<file path="src/rtl/core/fpes_pkg.sv">
`default_nettype none

package fpes_pkg;

	// page size of one bank window
	localparam int PAGE_BITS = 14;

	localparam int ADDR_W = 20;
	localparam int WAIT_W = 10;
	localparam int STEP_N = 15;
	localparam int STEP_W = 4;

	localparam logic [ADDR_W-1:0] PAGE_MASK = ADDR_W'((1 << PAGE_BITS) - 1);
	localparam logic [ADDR_W-1:0] SECTOR_MASK = ~ADDR_W'(20'hFFF);
	localparam logic [5:0] PAGE_ONE = 6'(((1 << PAGE_BITS) >> PAGE_BITS));

	// bus command constants
	localparam logic [15:0] UNLOCK_A1 = 16'h5555;
	localparam logic [15:0] UNLOCK_A2 = 16'h2AAA;
	localparam logic [15:0] WINDOW_BASE = 16'h8000;
	localparam logic [7:0] UNLOCK_D1 = 8'hAA;
	localparam logic [7:0] UNLOCK_D2 = 8'h55;
	localparam logic [7:0] CMD_PROGRAM = 8'hA0;
	localparam logic [7:0] CMD_ERASE = 8'h80;
	localparam logic [7:0] CMD_CHIP = 8'h10;
	localparam logic [7:0] CMD_SECTOR = 8'h30;

	// result kinds
	localparam logic [2:0] K_BANK = 3'd0;
	localparam logic [2:0] K_WRITE = 3'd1;
	localparam logic [2:0] K_WAIT = 3'd2;
	localparam logic [2:0] K_ACQ = 3'd3;
	localparam logic [2:0] K_REL = 3'd4;
	localparam logic [2:0] K_REFUSE = 3'd5;

	// request kinds on the input
	localparam logic REQ_PROGRAM = 1'b0;
	localparam logic REQ_ERASE = 1'b1;

	// operation classes between front and back
	localparam logic [1:0] OP_REFUSE = 2'd0;
	localparam logic [1:0] OP_PROG = 2'd1;
	localparam logic [1:0] OP_ERASE = 2'd2;

	// configuration register indexes
	localparam logic CFG_PROG_WAIT = 1'b0;
	localparam logic CFG_ERASE_WAIT = 1'b1;

	// program sequence steps
	localparam logic [STEP_W-1:0] PS_BANK0 = 4'd0;
	localparam logic [STEP_W-1:0] PS_BANK1 = 4'd1;
	localparam logic [STEP_W-1:0] PS_BANK2 = 4'd2;
	localparam logic [STEP_W-1:0] PS_ACQ = 4'd3;
	localparam logic [STEP_W-1:0] PS_UNL1 = 4'd4;
	localparam logic [STEP_W-1:0] PS_UNL2 = 4'd5;
	localparam logic [STEP_W-1:0] PS_CMD = 4'd6;
	localparam logic [STEP_W-1:0] PS_PG_REL = 4'd7;
	localparam logic [STEP_W-1:0] PS_PG_BANK = 4'd8;
	localparam logic [STEP_W-1:0] PS_PG_ACQ = 4'd9;
	localparam logic [STEP_W-1:0] PS_DATA = 4'd10;
	localparam logic [STEP_W-1:0] PS_WAIT = 4'd11;
	localparam logic [STEP_W-1:0] PS_REL = 4'd12;

	// erase sequence steps
	localparam logic [STEP_W-1:0] ES_BANK0 = 4'd0;
	localparam logic [STEP_W-1:0] ES_BANK1 = 4'd1;
	localparam logic [STEP_W-1:0] ES_ACQ = 4'd2;
	localparam logic [STEP_W-1:0] ES_UNL1 = 4'd3;
	localparam logic [STEP_W-1:0] ES_UNL2 = 4'd4;
	localparam logic [STEP_W-1:0] ES_CMD = 4'd5;
	localparam logic [STEP_W-1:0] ES_UNL3 = 4'd6;
	localparam logic [STEP_W-1:0] ES_UNL4 = 4'd7;
	localparam logic [STEP_W-1:0] ES_CHIP = 4'd8;
	localparam logic [STEP_W-1:0] ES_SEC_REL = 4'd9;
	localparam logic [STEP_W-1:0] ES_SEC_BANK = 4'd10;
	localparam logic [STEP_W-1:0] ES_SEC_ACQ = 4'd11;
	localparam logic [STEP_W-1:0] ES_SECTOR = 4'd12;
	localparam logic [STEP_W-1:0] ES_WAIT = 4'd13;
	localparam logic [STEP_W-1:0] ES_REL = 4'd14;

	typedef struct packed {
		logic req_type;
		logic [ADDR_W-1:0] address;
		logic [7:0] data_byte;
		logic first_byte;
		logic last_byte;
		logic bus_held;
	} fpes_in_t;

	typedef struct packed {
		logic [2:0] kind;
		logic [1:0] bank_slot;
		logic [5:0] bank_page;
		logic [15:0] bus_address;
		logic [7:0] bus_data;
		logic [WAIT_W-1:0] wait_amount;
		logic wait_in_ms;
		logic end_of_run;
	} fpes_out_t;

	// classified request handed from front to back
	typedef struct packed {
		logic [1:0] op;
		logic [STEP_N-1:0] steps;
		logic [ADDR_W-1:0] addr;
		logic [7:0] data;
	} fpes_desc_t;

	// index of the lowest pending step
	function automatic logic [STEP_W-1:0] first_step(input logic [STEP_N-1:0] m);
		logic [STEP_W-1:0] idx;
		idx = '0;
		for (int i = STEP_N - 1; i >= 0; i--) begin
			if (m[i]) begin
				idx = STEP_W'(i);
			end
		end
		return idx;
	endfunction

endpackage

`default_nettype wire

</file>
<file path="src/rtl/core/fpes_front.sv">
`default_nettype none

module fpes_front (
	input wire logic clk,
	input wire logic arst_n,
	input wire logic in_valid,
	output logic in_ready,
	input wire fpes_pkg::fpes_in_t in_word,
	output logic push_valid,
	input wire logic push_ready,
	output fpes_pkg::fpes_desc_t push_desc
);
	import fpes_pkg::*;

	logic run_open_q;
	logic [ADDR_W-1:0] next_address_q;
	logic accept;
	logic [ADDR_W-1:0] eff_addr;
	logic page_start;
	logic start_ok;
	fpes_desc_t desc;

	assign in_ready = push_ready;
	assign push_valid = in_valid;
	assign accept = in_valid && push_ready;

	// address of the byte and whether it opens a page
	assign eff_addr = in_word.first_byte ? in_word.address : next_address_q;
	assign page_start = (eff_addr & PAGE_MASK) == '0;
	assign start_ok = run_open_q || !in_word.bus_held;

	// classify the request into an op and a step mask
	always_comb begin
		desc = '0;
		desc.addr = eff_addr;
		desc.data = in_word.data_byte;
		desc.op = OP_REFUSE;
		desc.steps[PS_BANK0] = 1'b1;
		if (in_word.req_type == REQ_ERASE) begin
			if (!run_open_q && !in_word.bus_held) begin
				desc.op = OP_ERASE;
				desc.addr = in_word.address;
				desc.steps = '1;
				if (in_word.address[ADDR_W-1]) begin
					desc.steps[ES_SEC_REL] = 1'b0;
					desc.steps[ES_SEC_BANK] = 1'b0;
					desc.steps[ES_SEC_ACQ] = 1'b0;
					desc.steps[ES_SECTOR] = 1'b0;
				end else begin
					desc.steps[ES_CHIP] = 1'b0;
				end
			end
		end else if ((in_word.first_byte && start_ok) ||
				(!in_word.first_byte && run_open_q)) begin
			desc.op = OP_PROG;
			desc.steps = '0;
			desc.steps[PS_BANK0] = in_word.first_byte;
			desc.steps[PS_BANK1] = in_word.first_byte;
			desc.steps[PS_BANK2] = in_word.first_byte;
			desc.steps[PS_ACQ] = in_word.first_byte && !run_open_q;
			desc.steps[PS_UNL1] = 1'b1;
			desc.steps[PS_UNL2] = 1'b1;
			desc.steps[PS_CMD] = 1'b1;
			desc.steps[PS_PG_REL] = page_start;
			desc.steps[PS_PG_BANK] = page_start;
			desc.steps[PS_PG_ACQ] = page_start;
			desc.steps[PS_DATA] = 1'b1;
			desc.steps[PS_WAIT] = 1'b1;
			desc.steps[PS_REL] = in_word.last_byte;
		end
	end

	assign push_desc = desc;

	// run state follows each accepted program word
	always_ff @(posedge clk or negedge arst_n) begin
		if (!arst_n) begin
			run_open_q <= 1'b0;
			next_address_q <= '0;
		end else if (accept && desc.op == OP_PROG) begin
			run_open_q <= !in_word.last_byte;
			next_address_q <= eff_addr + ADDR_W'(1);
		end
	end

endmodule

`default_nettype wire

</file>
<file path="src/rtl/core/fpes_queue.sv">
`default_nettype none

module fpes_queue (
	input wire logic clk,
	input wire logic arst_n,
	input wire logic push_valid,
	output logic push_ready,
	input wire fpes_pkg::fpes_desc_t push_desc,
	output logic pop_valid,
	input wire logic pop_ready,
	output fpes_pkg::fpes_desc_t pop_desc
);
	import fpes_pkg::*;

	fpes_desc_t ent_q [2];
	logic wr_ptr_q;
	logic rd_ptr_q;
	logic [1:0] count_q;
	logic push;
	logic pop;

	assign push_ready = count_q != 2'd2;
	assign pop_valid = count_q != 2'd0;
	assign pop_desc = ent_q[rd_ptr_q];
	assign push = push_valid && push_ready;
	assign pop = pop_valid && pop_ready;

	// entry storage
	always_ff @(posedge clk) begin
		if (push) begin
			ent_q[wr_ptr_q] <= push_desc;
		end
	end

	// pointers and fill count
	always_ff @(posedge clk or negedge arst_n) begin
		if (!arst_n) begin
			wr_ptr_q <= 1'b0;
			rd_ptr_q <= 1'b0;
			count_q <= 2'd0;
		end else begin
			if (push) begin
				wr_ptr_q <= !wr_ptr_q;
			end
			if (pop) begin
				rd_ptr_q <= !rd_ptr_q;
			end
			if (push && !pop) begin
				count_q <= count_q + 2'd1;
			end else if (pop && !push) begin
				count_q <= count_q - 2'd1;
			end
		end
	end

endmodule

`default_nettype wire

</file>
<file path="src/rtl/core/fpes_back.sv">
`default_nettype none

module fpes_back (
	input wire logic clk,
	input wire logic arst_n,
	input wire logic pop_valid,
	output logic pop_ready,
	input wire fpes_pkg::fpes_desc_t pop_desc,
	input wire logic cfg_we,
	input wire logic cfg_index,
	input wire logic [fpes_pkg::WAIT_W-1:0] cfg_wdata,
	output logic out_valid,
	input wire logic out_ready,
	output fpes_pkg::fpes_out_t out_word
);
	import fpes_pkg::*;

	logic busy_q;
	fpes_desc_t cur_q;
	logic [WAIT_W-1:0] prog_wait_q;
	logic [WAIT_W-1:0] erase_wait_q;
	logic out_valid_q;
	fpes_out_t out_word_q;

	logic advance;
	logic fire;
	logic [STEP_W-1:0] step;
	logic [STEP_N-1:0] rest;
	logic done;
	fpes_out_t item;

	// configuration registers
	always_ff @(posedge clk or negedge arst_n) begin
		if (!arst_n) begin
			prog_wait_q <= WAIT_W'(20);
			erase_wait_q <= WAIT_W'(100);
		end else if (cfg_we) begin
			if (cfg_index == CFG_PROG_WAIT) begin
				prog_wait_q <= cfg_wdata;
			end else begin
				erase_wait_q <= cfg_wdata;
			end
		end
	end

	// pick the next pending step
	assign step = first_step(cur_q.steps);
	assign rest = cur_q.steps & (cur_q.steps - STEP_N'(1));
	assign done = rest == '0;
	assign advance = !out_valid_q || out_ready;
	assign fire = busy_q && advance;
	assign pop_ready = !busy_q || (fire && done);

	// build the word for the current step
	always_comb begin
		item = '0;
		item.end_of_run = done;
		case (cur_q.op)
			OP_PROG: begin
				case (step)
					PS_BANK0: begin
						item.kind = K_BANK;
					end
					PS_BANK1: begin
						item.kind = K_BANK;
						item.bank_slot = 2'd1;
						item.bank_page = PAGE_ONE;
					end
					PS_BANK2, PS_PG_BANK: begin
						item.kind = K_BANK;
						item.bank_slot = 2'd2;
						item.bank_page = 6'(cur_q.addr >> PAGE_BITS);
					end
					PS_ACQ, PS_PG_ACQ: begin
						item.kind = K_ACQ;
					end
					PS_UNL1: begin
						item.kind = K_WRITE;
						item.bus_address = UNLOCK_A1;
						item.bus_data = UNLOCK_D1;
					end
					PS_UNL2: begin
						item.kind = K_WRITE;
						item.bus_address = UNLOCK_A2;
						item.bus_data = UNLOCK_D2;
					end
					PS_CMD: begin
						item.kind = K_WRITE;
						item.bus_address = UNLOCK_A1;
						item.bus_data = CMD_PROGRAM;
					end
					PS_PG_REL, PS_REL: begin
						item.kind = K_REL;
					end
					PS_DATA: begin
						item.kind = K_WRITE;
						item.bus_address = 16'(cur_q.addr & PAGE_MASK) + WINDOW_BASE;
						item.bus_data = cur_q.data;
					end
					PS_WAIT: begin
						item.kind = K_WAIT;
						item.wait_amount = prog_wait_q;
					end
					default: begin
						item.kind = K_REFUSE;
					end
				endcase
			end
			OP_ERASE: begin
				case (step)
					ES_BANK0: begin
						item.kind = K_BANK;
					end
					ES_BANK1: begin
						item.kind = K_BANK;
						item.bank_slot = 2'd1;
						item.bank_page = PAGE_ONE;
					end
					ES_ACQ, ES_SEC_ACQ: begin
						item.kind = K_ACQ;
					end
					ES_UNL1, ES_UNL3: begin
						item.kind = K_WRITE;
						item.bus_address = UNLOCK_A1;
						item.bus_data = UNLOCK_D1;
					end
					ES_UNL2, ES_UNL4: begin
						item.kind = K_WRITE;
						item.bus_address = UNLOCK_A2;
						item.bus_data = UNLOCK_D2;
					end
					ES_CMD: begin
						item.kind = K_WRITE;
						item.bus_address = UNLOCK_A1;
						item.bus_data = CMD_ERASE;
					end
					ES_CHIP: begin
						item.kind = K_WRITE;
						item.bus_address = UNLOCK_A1;
						item.bus_data = CMD_CHIP;
					end
					ES_SEC_REL, ES_REL: begin
						item.kind = K_REL;
					end
					ES_SEC_BANK: begin
						item.kind = K_BANK;
						item.bank_page = 6'(cur_q.addr >> PAGE_BITS);
					end
					ES_SECTOR: begin
						item.kind = K_WRITE;
						item.bus_address = 16'(cur_q.addr & PAGE_MASK & SECTOR_MASK);
						item.bus_data = CMD_SECTOR;
					end
					ES_WAIT: begin
						item.kind = K_WAIT;
						item.wait_amount = erase_wait_q;
						item.wait_in_ms = 1'b1;
					end
					default: begin
						item.kind = K_REFUSE;
					end
				endcase
			end
			default: begin
				item.kind = K_REFUSE;
			end
		endcase
	end

	// current request and its remaining steps
	always_ff @(posedge clk or negedge arst_n) begin
		if (!arst_n) begin
			busy_q <= 1'b0;
		end else if (pop_ready) begin
			busy_q <= pop_valid;
		end
	end

	always_ff @(posedge clk) begin
		if (pop_ready && pop_valid) begin
			cur_q <= pop_desc;
		end else if (fire) begin
			cur_q.steps <= rest;
		end
	end

	// output register
	always_ff @(posedge clk or negedge arst_n) begin
		if (!arst_n) begin
			out_valid_q <= 1'b0;
		end else if (advance) begin
			out_valid_q <= busy_q;
		end
	end

	always_ff @(posedge clk) begin
		if (fire) begin
			out_word_q <= item;
		end
	end

	assign out_valid = out_valid_q;
	assign out_word = out_word_q;

endmodule

`default_nettype wire

</file>
<file path="src/rtl/core/flash_program_erase_sequencer.sv">
`default_nettype none

// channel   signals                         direction
// in        in_valid/in_ready/in_word       request word in
// out       out_valid/out_ready/out_word    bus sequence word out
// cfg       cfg_we/cfg_index/cfg_wdata      wait register write
//
// each request gives 1 to 14 output words, one per cycle unless the output
// stalls, per the front step mask; the back pops on a request's last word
// a two-entry queue lets the front take new requests while the back works
// reset clears the run state, the queue and the output register
// a stalled output holds the sequencer; the front stalls only on a full queue

module flash_program_erase_sequencer (
	input wire logic clk,
	input wire logic arst_n,
	input wire logic in_valid,
	output logic in_ready,
	input wire fpes_pkg::fpes_in_t in_word,
	output logic out_valid,
	input wire logic out_ready,
	output fpes_pkg::fpes_out_t out_word,
	input wire logic cfg_we,
	input wire logic cfg_index,
	input wire logic [fpes_pkg::WAIT_W-1:0] cfg_wdata
);
	import fpes_pkg::*;

	logic push_valid;
	logic push_ready;
	fpes_desc_t push_desc;
	logic pop_valid;
	logic pop_ready;
	fpes_desc_t pop_desc;

	// request classification and run state
	fpes_front u_front (
		.clk(clk),
		.arst_n(arst_n),
		.in_valid(in_valid),
		.in_ready(in_ready),
		.in_word(in_word),
		.push_valid(push_valid),
		.push_ready(push_ready),
		.push_desc(push_desc)
	);

	// decoupling queue
	fpes_queue u_queue (
		.clk(clk),
		.arst_n(arst_n),
		.push_valid(push_valid),
		.push_ready(push_ready),
		.push_desc(push_desc),
		.pop_valid(pop_valid),
		.pop_ready(pop_ready),
		.pop_desc(pop_desc)
	);

	// bus sequence generator
	fpes_back u_back (
		.clk(clk),
		.arst_n(arst_n),
		.pop_valid(pop_valid),
		.pop_ready(pop_ready),
		.pop_desc(pop_desc),
		.cfg_we(cfg_we),
		.cfg_index(cfg_index),
		.cfg_wdata(cfg_wdata),
		.out_valid(out_valid),
		.out_ready(out_ready),
		.out_word(out_word)
	);

endmodule

`default_nettype wire
</file>
<file path="config.mk">
export PLATFORM = sky130hd
export DESIGN_NAME = flash_program_erase_sequencer
export DESIGN_NICKNAME = d
export VERILOG_FILES = /design/src/rtl/core/fpes_pkg.sv /design/src/rtl/core/fpes_front.sv /design/src/rtl/core/fpes_queue.sv /design/src/rtl/core/fpes_back.sv /design/src/rtl/core/flash_program_erase_sequencer.sv
export SDC_FILE = /design/constraint.sdc
export NUM_CORES = 1
export LEC_CHECK = 0
export BUFFER_PORTS_ARGS = -buffer_cell sky130_fd_sc_hd__buf_4
export CAP_MARGIN = 20
export CORE_ASPECT_RATIO = 0.8
export CORE_UTILIZATION = 50
export CTS_CLUSTER_SIZE = 10
export DETAILED_ROUTE_END_ITERATION = 10
export GPL_ROUTABILITY_DRIVEN = 0
export PLACE_DENSITY_LB_ADDON = 0.2
export SLEW_MARGIN = 30
export SYNTH_ARGS = -nofsm -noshare
export SYNTH_HDL_FRONTEND = slang
export SYNTH_SLANG_ARGS = --single-unit
</file>
<file path="constraint.sdc">
create_clock -name clk -period 4.6 [get_ports clk]
set_clock_uncertainty 0.1 [all_clocks]
set_input_delay 1.38 -clock clk [delete_from_list [all_inputs] [get_ports clk]]
set_output_delay 1.38 -clock clk [all_outputs]
set_load 0.02 [all_outputs]
</file>
==> metrics.txt <==
unrepaired setup endpoints after global routing=false; hpwl dp=14,400 µm; Place WS=between 600 and 700 ps; sequential share of power=0.508; worst setup path class=register to register; CTS sink count=~220; Detailed Route Iter0 Violations=between 400 and 500; reg2reg setup slack=roughly 900 ps; fin cells=~1,200; Total GRT Usage=0.207; Post-Synth Adder-Cell Area=0.00712; combinational fraction of design power=0.151; post-CTS sizing=0; M2 GR Usage=0.313; routed vias/inst=~5.7; Final Hold Viols=0; share of cells above drive strength 1=0.257; Max VDD drop=between 0.0002 and 0.0003 V; max incr delay on CP=roughly 700 ps; fill cell count=roughly 1,600; Sum Neg Setup Slack=0 ps; first-pass GRT wire length=34,000 µm; ant diodes=0; RR Startpoint=u_back.cur_q[37]; Placed Instances=approximately 1,100; worst skew pair latency=between 500 and 600 ps; area of the core=~0.020 mm²; R2R depth=5; IO Pins=a little under 100; die width=162 µm; simple-gate portion of the synthesized area=0.119; DRC viols=0; CP required=~4600 ps; vias=just under 7,000; CTS Hold Bufs=0; GRT overflow=0; ys flop type=edfxtp_1; worst hold path type=register to register; post-CTS setup buffer count=0; IO Port Bufs=96; Initial Util=0.511; GR Layer Usage met1=0.309; Pre-antenna DRT Iters=5; largest net degree at the start of global routing=50; clk root buf=clkbuf_16; initial antenna violation count=0; yosys warns=0; period utilization=0.808; Post-Syn Area per Cell=around 13 µm²; Max FO, Critical Path=31; Final Critical Period=roughly 3700 ps; fmax=roughly 270 MHz; vias in the first global route=~6,200; die area=0.0209 mm²; combinational family with the most area after synthesis=compound AO/OA/AOI/OAI gates; Std-Cell Rows=46; power per standard cell area=roughly 450 mW/mm²; WHS Endpoint=u_front.next_address_q[11]; CTS Buffer Depth=3; switching power=1.40 mW; critical path's slowest cell=inv_2; Detailed Route WL=between 20,000 and 25,000 µm; Synth Area in Compound Gates=0.119; area of the mapped netlist=roughly 0.010 mm²; EDFF count, synth=170; ys async rst share=0.217; # nets final=960; final worst slack=around 900 ps; #FFs+latches synth=~220; wire length per cell=17.9 µm; Layout area overhead=17.4%; Critical R2R Capture=u_back.cur_q[0]; Inserted Clock Buffers=26; GR Util met3=0.0371; Mapped Cells=807; Yosys cell types=79; CP endpoint kind=register; internal power=3.95 mW; CTS tree=done; die span in y=between 100 and 150 µm; sw frac=0.262; critical path cell sequence=nor4_1 > nand3_1 > o31ai_1 > a31oi_2 > inv_2; hold_sp=u_front.next_address_q[11]; gr busiest metal=met2; syn_nets=860; status=completed; final core utilization=0.601; max-cap violation count=0; CTS H-tree lvls=1; max_slew headroom=0.362; register area share after synthesis=0.617; Clk pwr share=0.341; antenna-violating nets left=0; fin. max-slew vios=0; Setup violations, final=0; Hold Path Depth=2; slew of the pin with the lowest slew margin=~950 ps; CP startpoint kind=register; mux contribution to synthesized area=0.0946; xor and xnor area share after synthesis=0.0181; Worst Path Arrival=between 3000 and 4000 ps; Leakage=roughly 4.4 nW; Reg clk slew, reported paths=~60 ps
## flip-flops by register name, summed over array words and instances (netlist names)
signal / cells
u_queue.ent_q: 78
u_back.out_word: 47
u_back.cur_q: 45
u_front.next_address_q: 20
u_back.erase_wait_q: 10
u_back.prog_wait_q: 10
u_queue.count_q: 2
u_back.busy_q: 1
u_back.out_valid: 1
u_front.run_open_q: 1
u_queue.rd_ptr_q: 1
u_queue.wr_ptr_q: 1
## kinds of logic after synthesis
group | Yosys count
and+or+nand+nor | 244
DFF | 217
AOI/OAI and AO/OA | 173
muxes | 88
buffers and inverters | 58
xor gates and xnor gates | 21
adders and majority gates | 6
## placed cells by master, fill, tap and decap left out, types with 6 or more instances in the layout
cell | Yosys | layout
xor2_1 | 11 | 11
clkbuf_16 | 0 | 27
xnor2_1 | 10 | 10
or4_1 | 7 | 7
a31oi_1 | 6 | 6
nand4_1 | 7 | 7
edfxtp_1 | 170 | 170
inv_1 | 16 | 16
nand2_1 | 66 | 66
a21oi_1 | 33 | 33
mux2i_1 | 22 | 22
clkbuf_1 | 21 | 18
nor3_1 | 17 | 17
nor4_1 | 8 | 8
dfrtp_1 | 42 | 41
a22oi_1 | 15 | 15
o21ai_1 | 9 | 9
mux2_2 | 66 | 66
nor2b_1 | 6 | 6
o211ai_1 | 7 | 7
o21ai_0 | 36 | 36
nand3_1 | 19 | 19
nor2_1 | 65 | 64
o22ai_1 | 6 | 6
and2_1 | 10 | 9
buf_4 | 2 | 111
nand2b_1 | 10 | 10
## synthesized netlist by cell type (all sizes together) (5+ instances only)
master	number	area (µm²)
a2111oi	5	81.3
xnor2	10	87.6
mux2	66	743
o211ai	7	52.6
nand3	19	95.1
nand2b	10	62.6
nor4	9	71.3
a31oi	8	71.3
mux2i	22	220
or3	5	36.3
clkbuf	21	78.8
or4	8	63.8
inv	17	63.8
edfxtp	170	5100
nand2	66	248
or2	5	31.3
and3	6	37.5
a21oi	34	174
a22oi	15	113
nor2b	6	37.5
dfstp	5	131
dfrtp	42	1050
nand4	7	43.8
o21ai	45	225
and2	10	62.6
nor2	66	250
buf	19	104
nor3	19	111
ha	5	62.6
o22ai	6	37.5
xor2	11	96.3
## how the worst max path moves through the flow
stage | to | cells past startpoint | slack, ps | from
finish | u_back.cur_q[0] | 5 | 880 | u_back.cur_q[37]
global route | u_back.cur_q[43] | 5 | 510 | u_back.cur_q[37]
CTS | u_back.cur_q[43] | 6 | 940 | u_back.cur_q[30]
detailed placement | u_front.next_address_q[10] | 10 | 600 | in_word[2]
global placement | u_front.next_address_q[10] | 10 | 700 | in_word[2]
floorplan | u_front.next_address_q[10] | 12 | 910 | in_word[2]
## per-stage QoR
step                      hold slack, ps  total power, mW  cell area (µm²)
after global routing                 430             5.59            12000
final                                386             5.34            12000
after CTS                            385             5.38            12000
after detailed placement             373             3.56            11200
after floorplan                      345             3.25            10200
after global placement               364             3.54            11200
## layout make-up
class / count / area, µm² / area share
Clock buffer: 45 / 743 / 0.0621
Clock inverter: 3 / 16.3 / 0.00136
Inverter: 18 / 67.6 / 0.00565
Multi-Input combinational cell: 532 / 3660 / 0.306
Sequential cell: 217 / 6290 / 0.526
Tap cell: 264 / 330 / 0.0276
Timing Repair Buffer: 112 / 853 / 0.0713
## routing by layer
metal	vias to the layer above	wire, µm
met4	0	347
met2	266	9510
li1	3267	-
met5	-	0
met3	24	1500
met1	3276	10000
## critical path: cells and delay by family (launching register included)
family	cells	cell delay [ps]
and+or+nand+nor	2	990
AOI/OAI and AO/OA	2	990
buffers and inverters	1	700
DFF	1	540
## power by group through the flow
| stage | registers, mW | logic [mW] | clock network, mW |
|---|---|---|---|
| finish | 2.72 | 0.808 | 1.82 |
| floorplan | 2.71 | 0.540 | 0 |
| global placement | 2.74 | 0.797 | 0 |
| detailed placement | 2.75 | 0.810 | 0 |
| CTS | 2.71 | 0.813 | 1.85 |
| global route | 2.75 | 0.901 | 1.94 |
No activity file was read; power rests on OpenSTA's default activity.
